--- src/rtl/assert_macros.svh ---
// Assertion macros for the RTL of the laser proximity stop-and-back block.
// Depends on nothing; the assertion forms are empty when SYNTHESIS is defined.
`ifndef ASSERT_MACROS_SVH
`define ASSERT_MACROS_SVH

`ifndef SYNTHESIS
// Same-cycle implication, disabled while reset is asserted.
`define LPSB_ASSERT_NOW(label, clk, rst_n, ante, cons, msg) \
  label: assert property (@(posedge clk) disable iff (!rst_n) (ante) |-> (cons)) \
    else $error(msg);
// Next-cycle implication, disabled while reset is asserted.
`define LPSB_ASSERT_NEXT(label, clk, rst_n, ante, cons, msg) \
  label: assert property (@(posedge clk) disable iff (!rst_n) (ante) |=> (cons)) \
    else $error(msg);
`else
`define LPSB_ASSERT_NOW(label, clk, rst_n, ante, cons, msg)
`define LPSB_ASSERT_NEXT(label, clk, rst_n, ante, cons, msg)
`endif

`endif

--- src/rtl/lpsb_pkg.sv ---
// Shared types, constants and the CORDIC arctangent table for the stop-and-back block.
// Depends on nothing; every RTL module imports it.
`default_nettype none

package lpsb_pkg;

  localparam int CORDIC_ITERS    = 15;
  localparam int ITERS_PER_STAGE = 3;
  localparam int CORDIC_STAGES   = CORDIC_ITERS / ITERS_PER_STAGE;

  // Datapath widths of the CORDIC rotator and of the beam projection.
  localparam int XW = 18;
  localparam int ZW = 17;
  localparam int PW = 33;

  localparam logic signed [XW-1:0] CORDIC_X0 = 18'sd19898;

  // Configuration register indexes.
  localparam int CFG_IDX_W = 3;
  localparam logic [CFG_IDX_W-1:0] REG_MIN_RANGE  = 3'd0;
  localparam logic [CFG_IDX_W-1:0] REG_MAX_RANGE  = 3'd1;
  localparam logic [CFG_IDX_W-1:0] REG_HALF_WIDTH = 3'd2;
  localparam logic [CFG_IDX_W-1:0] REG_DEPTH      = 3'd3;
  localparam logic [CFG_IDX_W-1:0] REG_HOLD       = 3'd4;
  localparam logic [CFG_IDX_W-1:0] REG_BACK_DUR   = 3'd5;
  localparam logic [CFG_IDX_W-1:0] REG_REV_SPEED  = 3'd6;

  typedef enum logic [1:0] {
    KIND_BEAM     = 2'd0,
    KIND_SCAN_END = 2'd1,
    KIND_TICK     = 2'd2,
    KIND_NONE     = 2'd3
  } kind_t;

  typedef struct packed {
    logic [15:0] min_range_mm;
    logic [15:0] max_range_mm;
    logic [15:0] stop_half_width_mm;
    logic [15:0] stop_depth_mm;
    logic [31:0] stop_hold_ms;
    logic [31:0] back_duration_ms;
    logic [14:0] reverse_speed_mm_s;
  } cfg_t;

  // Sideband that travels with each word down the pipeline.
  typedef struct packed {
    logic               valid;
    kind_t              kind;
    logic [15:0]        range_mm;
    logic [1:0]         quad;
    logic signed [15:0] cmd_linear;
    logic signed [15:0] cmd_angular;
    logic [31:0]        time_ms;
  } item_t;

  function automatic logic signed [ZW-1:0] atan_q(input logic [3:0] idx);
    logic signed [ZW-1:0] v;
    unique case (idx)
      4'd0:    v = 17'sd8192;
      4'd1:    v = 17'sd4836;
      4'd2:    v = 17'sd2555;
      4'd3:    v = 17'sd1297;
      4'd4:    v = 17'sd651;
      4'd5:    v = 17'sd326;
      4'd6:    v = 17'sd163;
      4'd7:    v = 17'sd81;
      4'd8:    v = 17'sd41;
      4'd9:    v = 17'sd20;
      4'd10:   v = 17'sd10;
      4'd11:   v = 17'sd5;
      4'd12:   v = 17'sd3;
      4'd13:   v = 17'sd1;
      4'd14:   v = 17'sd1;
      default: v = 17'sd0;
    endcase
    return v;
  endfunction

endpackage

`default_nettype wire

--- src/rtl/lpsb_cordic_stage.sv ---
// One registered stage of the sine/cosine CORDIC rotator, ITERS_PER_STAGE iterations deep.
// Depends on lpsb_pkg for widths, the arctangent table and the sideband type.
`default_nettype none

module lpsb_cordic_stage #(
  parameter int FIRST = 0
) (
  input  wire logic                           clk,
  input  wire logic                           rst_n,
  input  wire logic                           adv,
  input  wire lpsb_pkg::item_t                item_i,
  input  wire logic signed [lpsb_pkg::XW-1:0] x_i,
  input  wire logic signed [lpsb_pkg::XW-1:0] y_i,
  input  wire logic signed [lpsb_pkg::ZW-1:0] z_i,
  output lpsb_pkg::item_t                     item_r,
  output logic signed [lpsb_pkg::XW-1:0]      x_r,
  output logic signed [lpsb_pkg::XW-1:0]      y_r,
  output logic signed [lpsb_pkg::ZW-1:0]      z_r
);
  import lpsb_pkg::*;

  logic signed [XW-1:0] x_nxt, y_nxt;
  logic signed [ZW-1:0] z_nxt;

  // Arithmetic right shifts floor toward minus infinity, as the rotation needs.
  always_comb begin
    logic signed [XW-1:0] dx, dy;
    x_nxt = x_i;
    y_nxt = y_i;
    z_nxt = z_i;
    for (int k = 0; k < ITERS_PER_STAGE; k++) begin
      dx = y_nxt >>> (FIRST + k);
      dy = x_nxt >>> (FIRST + k);
      if (!z_nxt[ZW-1]) begin
        x_nxt = x_nxt - dx;
        y_nxt = y_nxt + dy;
        z_nxt = z_nxt - atan_q(4'(FIRST + k));
      end else begin
        x_nxt = x_nxt + dx;
        y_nxt = y_nxt - dy;
        z_nxt = z_nxt + atan_q(4'(FIRST + k));
      end
    end
  end

  always_ff @(posedge clk) begin
    if (!rst_n) begin
      item_r.valid <= 1'b0;
    end else if (adv) begin
      item_r <= item_i;
      x_r    <= x_nxt;
      y_r    <= y_nxt;
      z_r    <= z_nxt;
    end
  end

endmodule

`default_nettype wire

--- src/rtl/lpsb_beam_proj.sv ---
// Saturates the CORDIC outputs, unfolds the quadrant and projects the beam onto x and y.
// Depends on lpsb_pkg; one multiplier per axis, registered.
`default_nettype none

module lpsb_beam_proj (
  input  wire logic                           clk,
  input  wire logic                           rst_n,
  input  wire logic                           adv,
  input  wire lpsb_pkg::item_t                item_i,
  input  wire logic signed [lpsb_pkg::XW-1:0] x_i,
  input  wire logic signed [lpsb_pkg::XW-1:0] y_i,
  output lpsb_pkg::item_t                     item_r,
  output logic signed [lpsb_pkg::PW-1:0]      px_r,
  output logic signed [lpsb_pkg::PW-1:0]      py_r
);
  import lpsb_pkg::*;

  localparam logic signed [XW-1:0] SAT_HI = 18'sd32767;
  localparam logic signed [XW-1:0] SAT_LO = -18'sd32767;

  logic signed [15:0] xs, ys, sin_v, cos_v;
  logic signed [16:0] r_s;
  logic signed [PW-1:0] px_nxt, py_nxt;

  function automatic logic signed [15:0] sat15(input logic signed [XW-1:0] v);
    logic signed [15:0] o;
    if (v > SAT_HI)      o = 16'sd32767;
    else if (v < SAT_LO) o = -16'sd32767;
    else                 o = v[15:0];
    return o;
  endfunction

  always_comb begin
    xs = sat15(x_i);
    ys = sat15(y_i);
    unique case (item_i.quad)
      2'd0: begin sin_v = ys;  cos_v = xs;  end
      2'd1: begin sin_v = xs;  cos_v = -ys; end
      2'd2: begin sin_v = -ys; cos_v = -xs; end
      2'd3: begin sin_v = -xs; cos_v = ys;  end
      default: begin sin_v = ys; cos_v = xs; end
    endcase
    r_s    = $signed({1'b0, item_i.range_mm});
    px_nxt = r_s * sin_v;
    py_nxt = r_s * cos_v;
  end

  always_ff @(posedge clk) begin
    if (!rst_n) begin
      item_r.valid <= 1'b0;
    end else if (adv) begin
      item_r <= item_i;
      px_r   <= px_nxt;
      py_r   <= py_nxt;
    end
  end

endmodule

`default_nettype wire

--- src/rtl/lpsb_supervisor.sv ---
// Box test, hit counter, scan latch, stop/reverse timing and the result register.
// Depends on lpsb_pkg for the configuration and sideband types.
`default_nettype none

module lpsb_supervisor #(
  parameter int STOP_COUNT = 5
) (
  input  wire logic                           clk,
  input  wire logic                           rst_n,
  input  wire logic                           adv,
  input  wire lpsb_pkg::cfg_t                 cfg,
  input  wire lpsb_pkg::item_t                item_i,
  input  wire logic signed [lpsb_pkg::PW-1:0] px_i,
  input  wire logic signed [lpsb_pkg::PW-1:0] py_i,
  output logic                                out_valid_r,
  output logic signed [15:0]                  out_linear_r,
  output logic signed [15:0]                  out_angular_r,
  output logic                                out_stop_seen_r,
  output logic                                out_reversing_r
);
  import lpsb_pkg::*;

  localparam int HW = $clog2(STOP_COUNT + 1);
  localparam logic [HW-1:0] HIT_LIMIT = HW'(STOP_COUNT);

  logic [HW-1:0] box_hits_r, box_hits_nxt;
  logic          obst_r, obst_nxt;
  logic          await_r, await_nxt;
  logic          backing_r, backing_nxt;
  logic [31:0]   stop_start_r, stop_start_nxt;
  logic [31:0]   back_start_r, back_start_nxt;
  logic signed [15:0] lin_nxt, ang_nxt;

  logic signed [PW-1:0] hw_lim, depth_lim;
  logic in_range, in_box;

  always_comb begin
    hw_lim    = $signed({2'b00, cfg.stop_half_width_mm, 15'd0});
    depth_lim = $signed({2'b00, cfg.stop_depth_mm, 15'd0});
    in_range  = (item_i.range_mm >= cfg.min_range_mm) &&
                (item_i.range_mm <= cfg.max_range_mm);
    in_box    = (px_i < hw_lim) && (px_i > -hw_lim) && (py_i < depth_lim);
  end

  always_comb begin
    logic [31:0] stop_el, back_el;
    box_hits_nxt   = box_hits_r;
    obst_nxt       = obst_r;
    await_nxt      = await_r;
    backing_nxt    = backing_r;
    stop_start_nxt = stop_start_r;
    back_start_nxt = back_start_r;
    lin_nxt        = item_i.cmd_linear;
    ang_nxt        = item_i.cmd_angular;
    stop_el        = item_i.time_ms - stop_start_r;
    back_el        = 32'd0;
    if (item_i.valid) begin
      unique case (item_i.kind)
        KIND_BEAM: begin
          if (in_range && in_box && (box_hits_r < HIT_LIMIT)) begin
            box_hits_nxt = box_hits_r + HW'(1);
          end
        end
        KIND_SCAN_END: begin
          obst_nxt     = (box_hits_r >= HIT_LIMIT);
          box_hits_nxt = '0;
        end
        KIND_TICK: begin
          if ((cfg.stop_half_width_mm != 16'd0) && obst_r) begin
            lin_nxt = 16'sd0;
            ang_nxt = 16'sd0;
            if (await_r) begin
              stop_start_nxt = item_i.time_ms;
              await_nxt      = 1'b0;
            end else if ((stop_el > cfg.stop_hold_ms) && !backing_r) begin
              back_start_nxt = item_i.time_ms;
              backing_nxt    = 1'b1;
            end
          end else begin
            await_nxt = 1'b1;
          end
          back_el = item_i.time_ms - back_start_nxt;
          if (backing_nxt) begin
            lin_nxt = -$signed({1'b0, cfg.reverse_speed_mm_s});
            ang_nxt = 16'sd0;
            if (back_el > cfg.back_duration_ms) begin
              lin_nxt     = 16'sd0;
              backing_nxt = 1'b0;
            end
          end
        end
        KIND_NONE: begin
        end
      endcase
    end
  end

  always_ff @(posedge clk) begin
    if (!rst_n) begin
      box_hits_r   <= '0;
      obst_r       <= 1'b0;
      await_r      <= 1'b1;
      backing_r    <= 1'b0;
      stop_start_r <= 32'd0;
      back_start_r <= 32'd0;
      out_valid_r  <= 1'b0;
    end else if (adv) begin
      box_hits_r   <= box_hits_nxt;
      obst_r       <= obst_nxt;
      await_r      <= await_nxt;
      backing_r    <= backing_nxt;
      stop_start_r <= stop_start_nxt;
      back_start_r <= back_start_nxt;
      out_valid_r  <= item_i.valid && (item_i.kind == KIND_TICK);
      out_linear_r    <= lin_nxt;
      out_angular_r   <= ang_nxt;
      out_stop_seen_r <= obst_r;
      out_reversing_r <= backing_nxt;
    end
  end

endmodule

`default_nettype wire

--- src/rtl/laser_proximity_stop_and_back.sv ---
// Top level of the laser proximity stop-and-back supervisor: ports, configuration
// registers and the pipeline. Depends on lpsb_pkg, assert_macros.svh and the lpsb_ modules.
//
//  Channel  Direction  Handshake               Payload
//  in_      input      in_valid / in_ready     kind, range_mm, beam_angle, cmd_*, time_ms
//  out_     output     out_valid / out_ready   out_linear, out_angular, stop_seen, reversing
//  cfg_     input      cfg_wr_en (no wait)     cfg_index, cfg_wdata
//
// One word is accepted every cycle unless a result word waits with out_ready low; a word's
// effect reaches the result register through seven registers: five CORDIC stages of three
// iterations each, one multiply stage and the decision stage. Reset is synchronous and
// active low; it clears the pipeline, the supervision state and loads the configuration
// defaults. While a result word waits in the output register and out_ready is low, the
// whole pipeline holds and in_ready is low.
`default_nettype none
`include "assert_macros.svh"

module laser_proximity_stop_and_back #(
  parameter int STOP_COUNT = 5,
  parameter int ANGLE_BITS = 16
) (
  input  wire logic                              clk,
  input  wire logic                              rst_n,
  input  wire logic                              in_valid,
  output logic                                   in_ready,
  input  wire logic [1:0]                        in_kind,
  input  wire logic [15:0]                       in_range_mm,
  input  wire logic [15:0]                       in_beam_angle,
  input  wire logic signed [15:0]                in_cmd_linear,
  input  wire logic signed [15:0]                in_cmd_angular,
  input  wire logic [31:0]                       in_time_ms,
  output logic                                   out_valid,
  input  wire logic                              out_ready,
  output logic signed [15:0]                     out_linear,
  output logic signed [15:0]                     out_angular,
  output logic                                   out_stop_seen,
  output logic                                   out_reversing,
  input  wire logic                              cfg_wr_en,
  input  wire logic [lpsb_pkg::CFG_IDX_W-1:0]    cfg_index,
  input  wire logic [31:0]                       cfg_wdata
);
  import lpsb_pkg::*;

  // The angle keeps only its top ANGLE_BITS bits before the rotation.
  localparam int unsigned ANGLE_DROP = 16 - ANGLE_BITS;
  localparam logic [15:0] ANGLE_MASK = 16'(32'hFFFF << ANGLE_DROP);

  cfg_t cfg_r;

  // The pipeline moves only when the result register is free or being emptied.
  logic adv;
  assign adv      = !out_valid || out_ready;
  assign in_ready = adv;

  always_ff @(posedge clk) begin
    if (!rst_n) begin
      cfg_r.min_range_mm       <= 16'd0;
      cfg_r.max_range_mm       <= 16'd65535;
      cfg_r.stop_half_width_mm <= 16'd600;
      cfg_r.stop_depth_mm      <= 16'd400;
      cfg_r.stop_hold_ms       <= 32'd3000;
      cfg_r.back_duration_ms   <= 32'd5000;
      cfg_r.reverse_speed_mm_s <= 15'd200;
    end else if (cfg_wr_en) begin
      unique case (cfg_index)
        REG_MIN_RANGE:  cfg_r.min_range_mm       <= cfg_wdata[15:0];
        REG_MAX_RANGE:  cfg_r.max_range_mm       <= cfg_wdata[15:0];
        REG_HALF_WIDTH: cfg_r.stop_half_width_mm <= cfg_wdata[15:0];
        REG_DEPTH:      cfg_r.stop_depth_mm      <= cfg_wdata[15:0];
        REG_HOLD:       cfg_r.stop_hold_ms       <= cfg_wdata;
        REG_BACK_DUR:   cfg_r.back_duration_ms   <= cfg_wdata;
        REG_REV_SPEED:  cfg_r.reverse_speed_mm_s <= cfg_wdata[14:0];
        default: begin
        end
      endcase
    end
  end

  // Every kind of word enters the same pipeline, so the counter, the scan latch and
  // the timers see beams, scan ends and ticks in the order they arrived.
  item_t                stg_item [0:CORDIC_STAGES];
  logic signed [XW-1:0] stg_x    [0:CORDIC_STAGES];
  logic signed [XW-1:0] stg_y    [0:CORDIC_STAGES];
  logic signed [ZW-1:0] stg_z    [0:CORDIC_STAGES];
  logic [15:0]          angle_m;

  always_comb begin
    angle_m                 = in_beam_angle & ANGLE_MASK;
    stg_item[0].valid       = in_valid;
    stg_item[0].kind        = kind_t'(in_kind);
    stg_item[0].range_mm    = in_range_mm;
    stg_item[0].quad        = angle_m[15:14];
    stg_item[0].cmd_linear  = in_cmd_linear;
    stg_item[0].cmd_angular = in_cmd_angular;
    stg_item[0].time_ms     = in_time_ms;
    stg_x[0]                = CORDIC_X0;
    stg_y[0]                = '0;
    stg_z[0]                = $signed({3'b000, angle_m[13:0]});
  end

  for (genvar g = 0; g < CORDIC_STAGES; g++) begin : g_cordic
    lpsb_cordic_stage #(
      .FIRST (g * ITERS_PER_STAGE)
    ) u_stage (
      .clk    (clk),
      .rst_n  (rst_n),
      .adv    (adv),
      .item_i (stg_item[g]),
      .x_i    (stg_x[g]),
      .y_i    (stg_y[g]),
      .z_i    (stg_z[g]),
      .item_r (stg_item[g+1]),
      .x_r    (stg_x[g+1]),
      .y_r    (stg_y[g+1]),
      .z_r    (stg_z[g+1])
    );
  end

  item_t                proj_item;
  logic signed [PW-1:0] proj_px, proj_py;

  lpsb_beam_proj u_proj (
    .clk    (clk),
    .rst_n  (rst_n),
    .adv    (adv),
    .item_i (stg_item[CORDIC_STAGES]),
    .x_i    (stg_x[CORDIC_STAGES]),
    .y_i    (stg_y[CORDIC_STAGES]),
    .item_r (proj_item),
    .px_r   (proj_px),
    .py_r   (proj_py)
  );

  lpsb_supervisor #(
    .STOP_COUNT (STOP_COUNT)
  ) u_sup (
    .clk             (clk),
    .rst_n           (rst_n),
    .adv             (adv),
    .cfg             (cfg_r),
    .item_i          (proj_item),
    .px_i            (proj_px),
    .py_i            (proj_py),
    .out_valid_r     (out_valid),
    .out_linear_r    (out_linear),
    .out_angular_r   (out_angular),
    .out_stop_seen_r (out_stop_seen),
    .out_reversing_r (out_reversing)
  );

  // While reversing, the command is exactly the configured reverse speed with no turn.
  `LPSB_ASSERT_NOW(a_rev_speed, clk, rst_n, out_valid && out_reversing, out_linear == -$signed({1'b0, cfg_r.reverse_speed_mm_s}), "reverse speed mismatch")
  `LPSB_ASSERT_NOW(a_rev_no_turn, clk, rst_n, out_valid && out_reversing, out_angular == 16'sd0, "turning while reversing")
  // An enabled, latched stop that is not reversing must give a zero command.
  `LPSB_ASSERT_NOW(a_stop_zero, clk, rst_n, out_valid && out_stop_seen && !out_reversing && (cfg_r.stop_half_width_mm != 16'd0), (out_linear == 16'sd0) && (out_angular == 16'sd0), "command passed while stopped")
  // A waiting result word blocks the input and stays put until it is taken.
  `LPSB_ASSERT_NOW(a_stall_hold, clk, rst_n, out_valid && !out_ready, !in_ready, "accepted while stalled")
  `LPSB_ASSERT_NEXT(a_out_hold, clk, rst_n, out_valid && !out_ready, out_valid && $stable(out_linear) && $stable(out_angular), "result changed while waiting")

endmodule

`default_nettype wire
--- config.mk ---
export PLATFORM = sky130hd
export DESIGN_NAME = laser_proximity_stop_and_back
export DESIGN_NICKNAME = d
export VERILOG_FILES = /design/src/rtl/lpsb_pkg.sv /design/src/rtl/lpsb_cordic_stage.sv /design/src/rtl/lpsb_beam_proj.sv /design/src/rtl/lpsb_supervisor.sv /design/src/rtl/laser_proximity_stop_and_back.sv
export VERILOG_INCLUDE_DIRS = /design/src /design/src/rtl
export SDC_FILE = /design/constraint.sdc
export NUM_CORES = 2
export LEC_CHECK = 0
export BUFFER_PORTS_ARGS = -buffer_cell sky130_fd_sc_hd__buf_2
export CAP_MARGIN = 10
export CORE_ASPECT_RATIO = 0.7
export CORE_MARGIN = 2
export CORE_UTILIZATION = 29
export DETAILED_ROUTE_END_ITERATION = 8
export PLACE_DENSITY_LB_ADDON = 0.08
export SLEW_MARGIN = 25
export SYNTH_ARGS = -nofsm -noshare
export SYNTH_HDL_FRONTEND = slang
export SYNTH_SLANG_ARGS = --single-unit
--- constraint.sdc ---
create_clock -name clk -period 53.9 [get_ports clk]
set_input_delay 2.695 -clock clk [delete_from_list [all_inputs] [get_ports clk]]
set_output_delay 2.695 -clock clk [all_outputs]
set_load 0.01 [all_outputs]
* Word-level counts from Yosys, hierarchy flattened *
Index checks and enable logic that the tools add are counted.

storage, ports and cells
  bits in registers = 1070
  input port bits = 138
  word-level logic and storage cells = 315

cells by class
  add/subtract/negate cells = 86
  multipliers = 2
  magnitude comparators = 13
  equal/unequal tests = 12
  multiplexer cells = 99
  reductions and logical operators = 28

operators by type and width
  kind                                                             count
  two-way mux 17 bit                                               39
  two-way mux 18 bit                                               26
  adder 17 bit                                                     13
  subtractor 17 bit                                                13
  two-way mux 16 bit                                               13
  two-way mux 32 bit                                               5
  one-hot mux 16 bit (4 select lines)                              2
  less-than comparator 33 x 32 -> 1 bit                            2
  multiplier 17 x 16 -> 33 bit                                     2
  greater-than comparator 32 bit                                   2
  subtractor 32 bit                                                2
  adder 18 x 10 -> 18 bit                                          2
  adder 18 x 11 -> 18 bit                                          2
  adder 18 x 12 -> 18 bit                                          2
  adder 18 x 13 -> 18 bit                                          2
  adder 18 x 14 -> 18 bit                                          2
  adder 18 x 15 -> 18 bit                                          2
  adder 18 x 4 -> 18 bit                                           2
  adder 18 x 5 -> 18 bit                                           2
  adder 18 x 6 -> 18 bit                                           2
  adder 18 x 7 -> 18 bit                                           2
  adder 18 x 8 -> 18 bit                                           2
  adder 18 x 9 -> 18 bit                                           2
  greater-than comparator 18 x 16 -> 1 bit, second input constant  2
  46 further kinds                                                 95

* Depth between registers and ports, before layout *
  word-level depth = 14
  gate-level depth with buffers = 53
  depth with buffers taken out = 51

* By module *
Synthesis repeated with hierarchy kept, for this count alone.

unflattened totals
  cell total of the unflattened synthesis = 11204
  area total of the unflattened synthesis = 104666.6 µm²

modules (own cells, without submodules)
  module                                    instances  cells each  area an instance (µm²)  sequential area each (µm²)
  lpsb_beam_proj                            1          2536        24408.4                 4524.3
  lpsb_cordic_stage at g_cordic[0].u_stage  1          1478        13406.6                 4134.0
  lpsb_cordic_stage at g_cordic[1].u_stage  1          1367        12813.5                 4134.0
  lpsb_cordic_stage at g_cordic[2].u_stage  1          1328        12791.0                 4134.0
  lpsb_cordic_stage at g_cordic[3].u_stage  1          1292        12324.3                 4134.0
  lpsb_cordic_stage at g_cordic[4].u_stage  1          1235        12026.5                 4134.0
  lpsb_supervisor                           1          1440        11444.7                 2442.3
  laser_proximity_stop_and_back             1          528         5451.5                  2862.7

* Worst setup path after synthesis *
Ideal clock, no wire load.

  path type = input port to flip-flop
  start point = input rst_n
  end point = register g_cordic[0].u_stage.item_r[0] (netlist bit), enable pin
  setup time = 1295 ps
  arrival time = 21559 ps
  required time = 52605 ps
  path slack = 31046 ps
  cell stages on the path = 3
  cells stage by stage = clkbuf_1 -> clkbuf_1 -> and2_1

on the way
  cells in the longest elaborated chain, start to end = 1

ends and longest elaborated chain
  element                               RTL line                             text
  start: declaration                    laser_proximity_stop_and_back.sv:23  input wire logic rst_n,
  AND reduction 2 bit (no source line)  n/a
  end signal: assignment                lpsb_cordic_stage.sv:50              item_r <= item_i;
  end: declaration                      lpsb_cordic_stage.sv:15              output lpsb_pkg::item_t item_r,

No other way between the ends.
A chain may end at the register's enable or synchronous reset.

* Worst setup path after layout *
  start point = register u_proj.item_r[0] (netlist bit)
  end point = register u_sup.out_linear_r[1], data pin

on the way
  cells in the longest elaborated chain, start to end = 14

ends and longest elaborated chain
  element                         RTL line                text
  start: declaration              lpsb_beam_proj.sv:12    output lpsb_pkg::item_t item_r,
  start signal: assignment        lpsb_beam_proj.sv:52    item_r <= item_i;
  subtractor 32 bit               lpsb_supervisor.sv:55   stop_el = item_i.time_ms - stop_start_r;
  greater-than comparator 32 bit  lpsb_supervisor.sv:75   end else if ((stop_el > cfg.stop_hold_ms) && !backing_r) begin
  logical AND 1 bit               lpsb_supervisor.sv:75
  two-way mux 32 bit              lpsb_supervisor.sv:75
  two-way mux 32 bit              lpsb_supervisor.sv:72   if (await_r) begin
  two-way mux 32 bit              lpsb_supervisor.sv:69   if ((cfg.stop_half_width_mm != 16'd0) && obst_r) begin
  two-way mux 32 bit              lpsb_supervisor.sv:58   unique case (item_i.kind)
  two-way mux 32 bit              lpsb_supervisor.sv:57   if (item_i.valid) begin
  subtractor 32 bit               lpsb_supervisor.sv:82   back_el = item_i.time_ms - back_start_nxt;
  greater-than comparator 32 bit  lpsb_supervisor.sv:86   if (back_el > cfg.back_duration_ms) begin
  two-way mux 16 bit              lpsb_supervisor.sv:86
  two-way mux 16 bit *            lpsb_supervisor.sv:83   if (backing_nxt) begin
  two-way mux 16 bit *            lpsb_supervisor.sv:58
  two-way mux 16 bit *            lpsb_supervisor.sv:57
  named net u_sup.lin_nxt[1]      lpsb_supervisor.sv:32   logic signed [15:0] lin_nxt, ang_nxt;
  end signal: assignment          lpsb_supervisor.sv:115  out_linear_r <= lin_nxt;
  end: declaration                lpsb_supervisor.sv:16   output logic signed [15:0] out_linear_r,

Mark *: on every way through the listed nets, which the timed path passes. The rest lies on a longest branch. The select of a mux whose other input is x is not followed.

==> reports/results.txt <==
The tools report the via count of the first global-routing pass as 66.8k. TritonCTS built the clock tree. Measured along the x axis, the die boundary spans 671 um. The required time reported for the critical path endpoint is 54560 ps, and the reg2reg setup slack is 41380 ps. The worst reg2reg path depth was 44.

The initialized floorplan defines 171 standard-cell rows. At the end of routability-driven placement, the weighted congestion stood at 0.837. The count of buffers from port buffering is 173, and the pin slew with the least headroom to its limit is 1180 ps.

The async set-reset flop share out of synthesis is 0%. In the synthesized netlist the dominant register cell turns out to be sky130_fd_sc_hd__edfxtp_1. The tools report the clock latency at the later pin of the worst-skew pair as 820 ps. The root buffer cell was sky130_fd_sc_hd__clkbuf_16. The number of fill cells was 32.2k.

Entering global routing, the biggest net connects 170 pins. The number of enable flip-flop cells after synthesis is 816, and the number of buffers created by CTS is 120. Counting both buffers and inverters, the worst setup path holds a total of 4. After detailed routing, the average wire length per cell comes to 19.4 um.

The sum of overflow across all layers after global routing was 0. The run gives 32.0% as the share of the yosys chip area belonging to registers. The tools report the nature of the critical path endpoint as a flip-flop.

The initial antenna violation count came out at 18. After technology mapping, the gate count stands at 9488. The total negative slack was 0 ps. The cell depth of the worst min-delay path was 0. The largest family of logic cells by synthesized area was adder cells. The die is 471 um tall. The cell area that synthesis handed to floorplanning was 90400 um^2. For the worst setup path, the data arrival time is 13190 ps. The tree built by TritonCTS fans out to 1036 sinks. On the critical path the largest part of the delay comes from compound AO/OA/AOI/OAI gates. The via density per instance was 4.88; the fraction of layout instances using a drive strength above 1 was 6.13%. The worst hold path begins at g_cordic[2].u_stage.item_r[70].

The run gives 174 as the I/O pin count. At the end of the flow the core is filled with cells to 32.4%. The run gives 0 as the number of failing setup endpoints in the final timing report. In this run, distinct cell masters in the synthesized netlist total 107. The compound-gate portion of the synthesized area is 15.4%.

Delay of the slowest critical-path stage: 760 ps. In the synthesized netlist, mux cells make up 1.58% of the area. The synthesized area per cell was 9.53 um^2. Counting along the longest clock path gives a buffer depth of 3. Along the worst path, the maximum fanout reaches 34. The HPWL after detailed placement is 207000 um. Across the run, the number of max-cap violations was 0. The startpoint identified for the worst register-to-register timing path is u_proj.item_r[0]. The logs give 316000 um^2 for the die area and 21.3% for the worst-case headroom to the max-slew limit. The number of setup buffers added after CTS is 0. In this run the number of H-tree levels came out at 3. For this block, the initial DRC count from the detailed router was 4744. The run finished with clean final reports. The floorplan step defined a core boundary enclosing 310000 um^2. The tools report the worst setup skew after layout as 84.9 ps. The number of max-slew violations in the final report is 0. The first-pass GRT wire length was 412000 um; the clock-pin slew on the worst setup and hold paths was 90 ps. Count of cells resized by post-cts repair: 0.

Relative to the synthesized area, the layout overhead comes to 11.1%. The routed design could run at a clock period as short as 12520 ps. Global routing used 16.8% of the available tracks. Share of the synthesized area in the top cell type: 27.1%.

Setup repair after global routing left no endpoint under its margin. Yosys synthesis warning count: 0. By area the synthesized netlist is led by sky130_fd_sc_hd__edfxtp_1, sky130_fd_sc_hd__ha_1, sky130_fd_sc_hd__fa_1.

The tools report the category of the worst setup path launch point as a flip-flop. sky130_fd_sc_hd__edfxtp_1 takes more of the synthesized area than any other cell. The final hold violation count was 0. The tightest min-delay check is of the reg2reg type.

Timing would allow up to 0.0798 GHz. The slowest stage of the critical path is the sky130_fd_sc_hd__nor2_2 cell. Critical register-to-register path endpoint: u_sup.out_linear_r[1]. The number of nets handed over by synthesis was 11.2k. The total iterations of the first detailed-routing run was 5. The tools report the remaining design rule violation count as 0.

The critical path class is reg2reg. After clock tree synthesis, the flow added hold-fix buffers numbering 0. Of the available clock period, the critical path in the final layout requires 23.2%. The xor and xnor fraction of the mapped netlist area is 7.11%. The initial utilization of the core area, before any placement, comes to 29.1%. Counting flops and latches in the post-synthesis netlist gives 1036. The endpoint of the worst hold-timing path is g_cordic[3].u_stage.item_r[70]. In this run the remaining antenna-violating nets after routing total 0. The tools report the via count of the routed design as 67.7k.

In the final design database the tool counted 11.3k nets. The synthesized netlist devotes 14.1% of its cell area to simple gates. The adder and majority cell fraction of the synthesized area was 24.7%.

For this block, the routed nets add up to 270000 um of wire.
-- layout make-up --
type	count	area, um^2	share of cell area [%]
tap	4152	5190	5.17
sequential	1036	28900	28.8
clock buffer	148	3230	3.22
multi-input combinational	7188	56900	56.7
inverter	1029	3860	3.85
antenna	5	12.5	0.0125
clock inverter	80	840	0.836
timing repair buffer	253	1490	1.48
-- cells in the mapped netlist, types with 126 or more instances --
library cell / count
sky130_fd_sc_hd__a21boi_0: 237
sky130_fd_sc_hd__a21o_1: 237
sky130_fd_sc_hd__a21oi_1: 564
sky130_fd_sc_hd__and2_1: 232
sky130_fd_sc_hd__clkbuf_1: 216
sky130_fd_sc_hd__dfxtp_1: 220
sky130_fd_sc_hd__edfxtp_1: 816
sky130_fd_sc_hd__fa_1: 421
sky130_fd_sc_hd__ha_1: 1108
sky130_fd_sc_hd__inv_1: 1024
sky130_fd_sc_hd__nand2_1: 1030
sky130_fd_sc_hd__nor2_1: 597
sky130_fd_sc_hd__nor2b_1: 126
sky130_fd_sc_hd__nor3_1: 176
sky130_fd_sc_hd__o21a_1: 155
sky130_fd_sc_hd__o21ai_0: 359
sky130_fd_sc_hd__xnor2_1: 525
sky130_fd_sc_hd__xor2_1: 197
-- stage by stage --
stage | hold WS, ps | area (um^2) | instances | setup WS, ps
finish | 392 | 100000 | 13891 | 41380
global placement | 400 | 96300 | 13658 | 41560
CTS | 396 | 100000 | 13886 | 41440
floorplan | 400 | 90400 | 9488 | 31050
detailed placement | 405 | 96300 | 13658 | 41480
global route | 402 | 100000 | 13887 | 40380
-- cells in the final DEF, fill, tap and decap left out, types with 25 or more instances in the layout --
cell	instances
sky130_fd_sc_hd__clkbuf_16	121
sky130_fd_sc_hd__o21bai_1	71
sky130_fd_sc_hd__a31oi_1	75
sky130_fd_sc_hd__nor2b_1	126
sky130_fd_sc_hd__o21ai_0	355
sky130_fd_sc_hd__and2_1	231
sky130_fd_sc_hd__dfxtp_1	220
sky130_fd_sc_hd__nor3_1	175
sky130_fd_sc_hd__or2_2	29
sky130_fd_sc_hd__buf_4	79
sky130_fd_sc_hd__nor2_1	591
sky130_fd_sc_hd__a211oi_1	48
sky130_fd_sc_hd__xor2_1	197
sky130_fd_sc_hd__o211ai_1	68
sky130_fd_sc_hd__a21boi_0	237
sky130_fd_sc_hd__or3_1	47
sky130_fd_sc_hd__nand3_1	111
sky130_fd_sc_hd__inv_1	1023
sky130_fd_sc_hd__o21a_1	155
sky130_fd_sc_hd__buf_2	172
sky130_fd_sc_hd__o31a_1	26
sky130_fd_sc_hd__nand2_1	1030
sky130_fd_sc_hd__nand2b_1	119
sky130_fd_sc_hd__ha_1	1108
sky130_fd_sc_hd__nor4_1	34
sky130_fd_sc_hd__nand4_1	60
sky130_fd_sc_hd__fa_1	421
sky130_fd_sc_hd__a21o_1	237
sky130_fd_sc_hd__edfxtp_1	816
sky130_fd_sc_hd__and3_1	36
sky130_fd_sc_hd__clkinv_1	25
sky130_fd_sc_hd__mux2i_1	62
sky130_fd_sc_hd__a21oi_1	563
sky130_fd_sc_hd__o31ai_1	30
sky130_fd_sc_hd__xnor2_1	523
sky130_fd_sc_hd__mux2_2	30
-- worst max path at each step --
stage / from / endpoint / cells after the start
2_1_floorplan: rst_n / g_cordic[0].u_stage.item_r[0] / 3
3_3_place_gp: u_proj.item_r[0] / u_sup.out_linear_r[1] / 44
3_5_place_dp: u_proj.item_r[0] / u_sup.out_linear_r[1] / 44
4_1_cts: u_proj.item_r[0] / u_sup.out_linear_r[1] / 44
5_1_grt: u_proj.item_r[0] / u_sup.out_linear_r[1] / 44
6_report: u_proj.item_r[0] / u_sup.out_linear_r[1] / 44
-- state kept, by name, indices dropped and copies added, names as in the netlist, 18 cells and up --
name	count
g_cordic.u_stage.item_r	425
cfg_r	143
g_cordic.u_stage.x_r	83
u_proj.item_r	83
g_cordic.u_stage.y_r	78
g_cordic.u_stage.z_r	68
u_proj.px_r	33
u_sup.back_start_r	32
u_sup.stop_start_r	32
u_proj.py_r	18
-- kinds of logic after synthesis --
kind of cell / Yosys count
flip-flops: 1036
XOR/XNOR: 727
AND/OR/NAND/NOR: 2704
AO/OA/AOI/OAI: 2115
buffers and inverters: 1264
multiplexers: 113
adder cells (fa/ha/maj): 1529
-- metal layers --
metal	vias up	GRT usage (%)	share of wire, %	wire length, um
li1	33416	-	-	-
met3	232	2.33	4.8	12900
met4	4	3.37	2.0	5300
met5	-	0	0.010	27
met1	32812	26.9	54	147000
met2	1275	23.5	39	105000
Power is left out: the tool's default activity adds up to more than one toggle a clock period on the data nets, which glitch-free logic cannot reach.
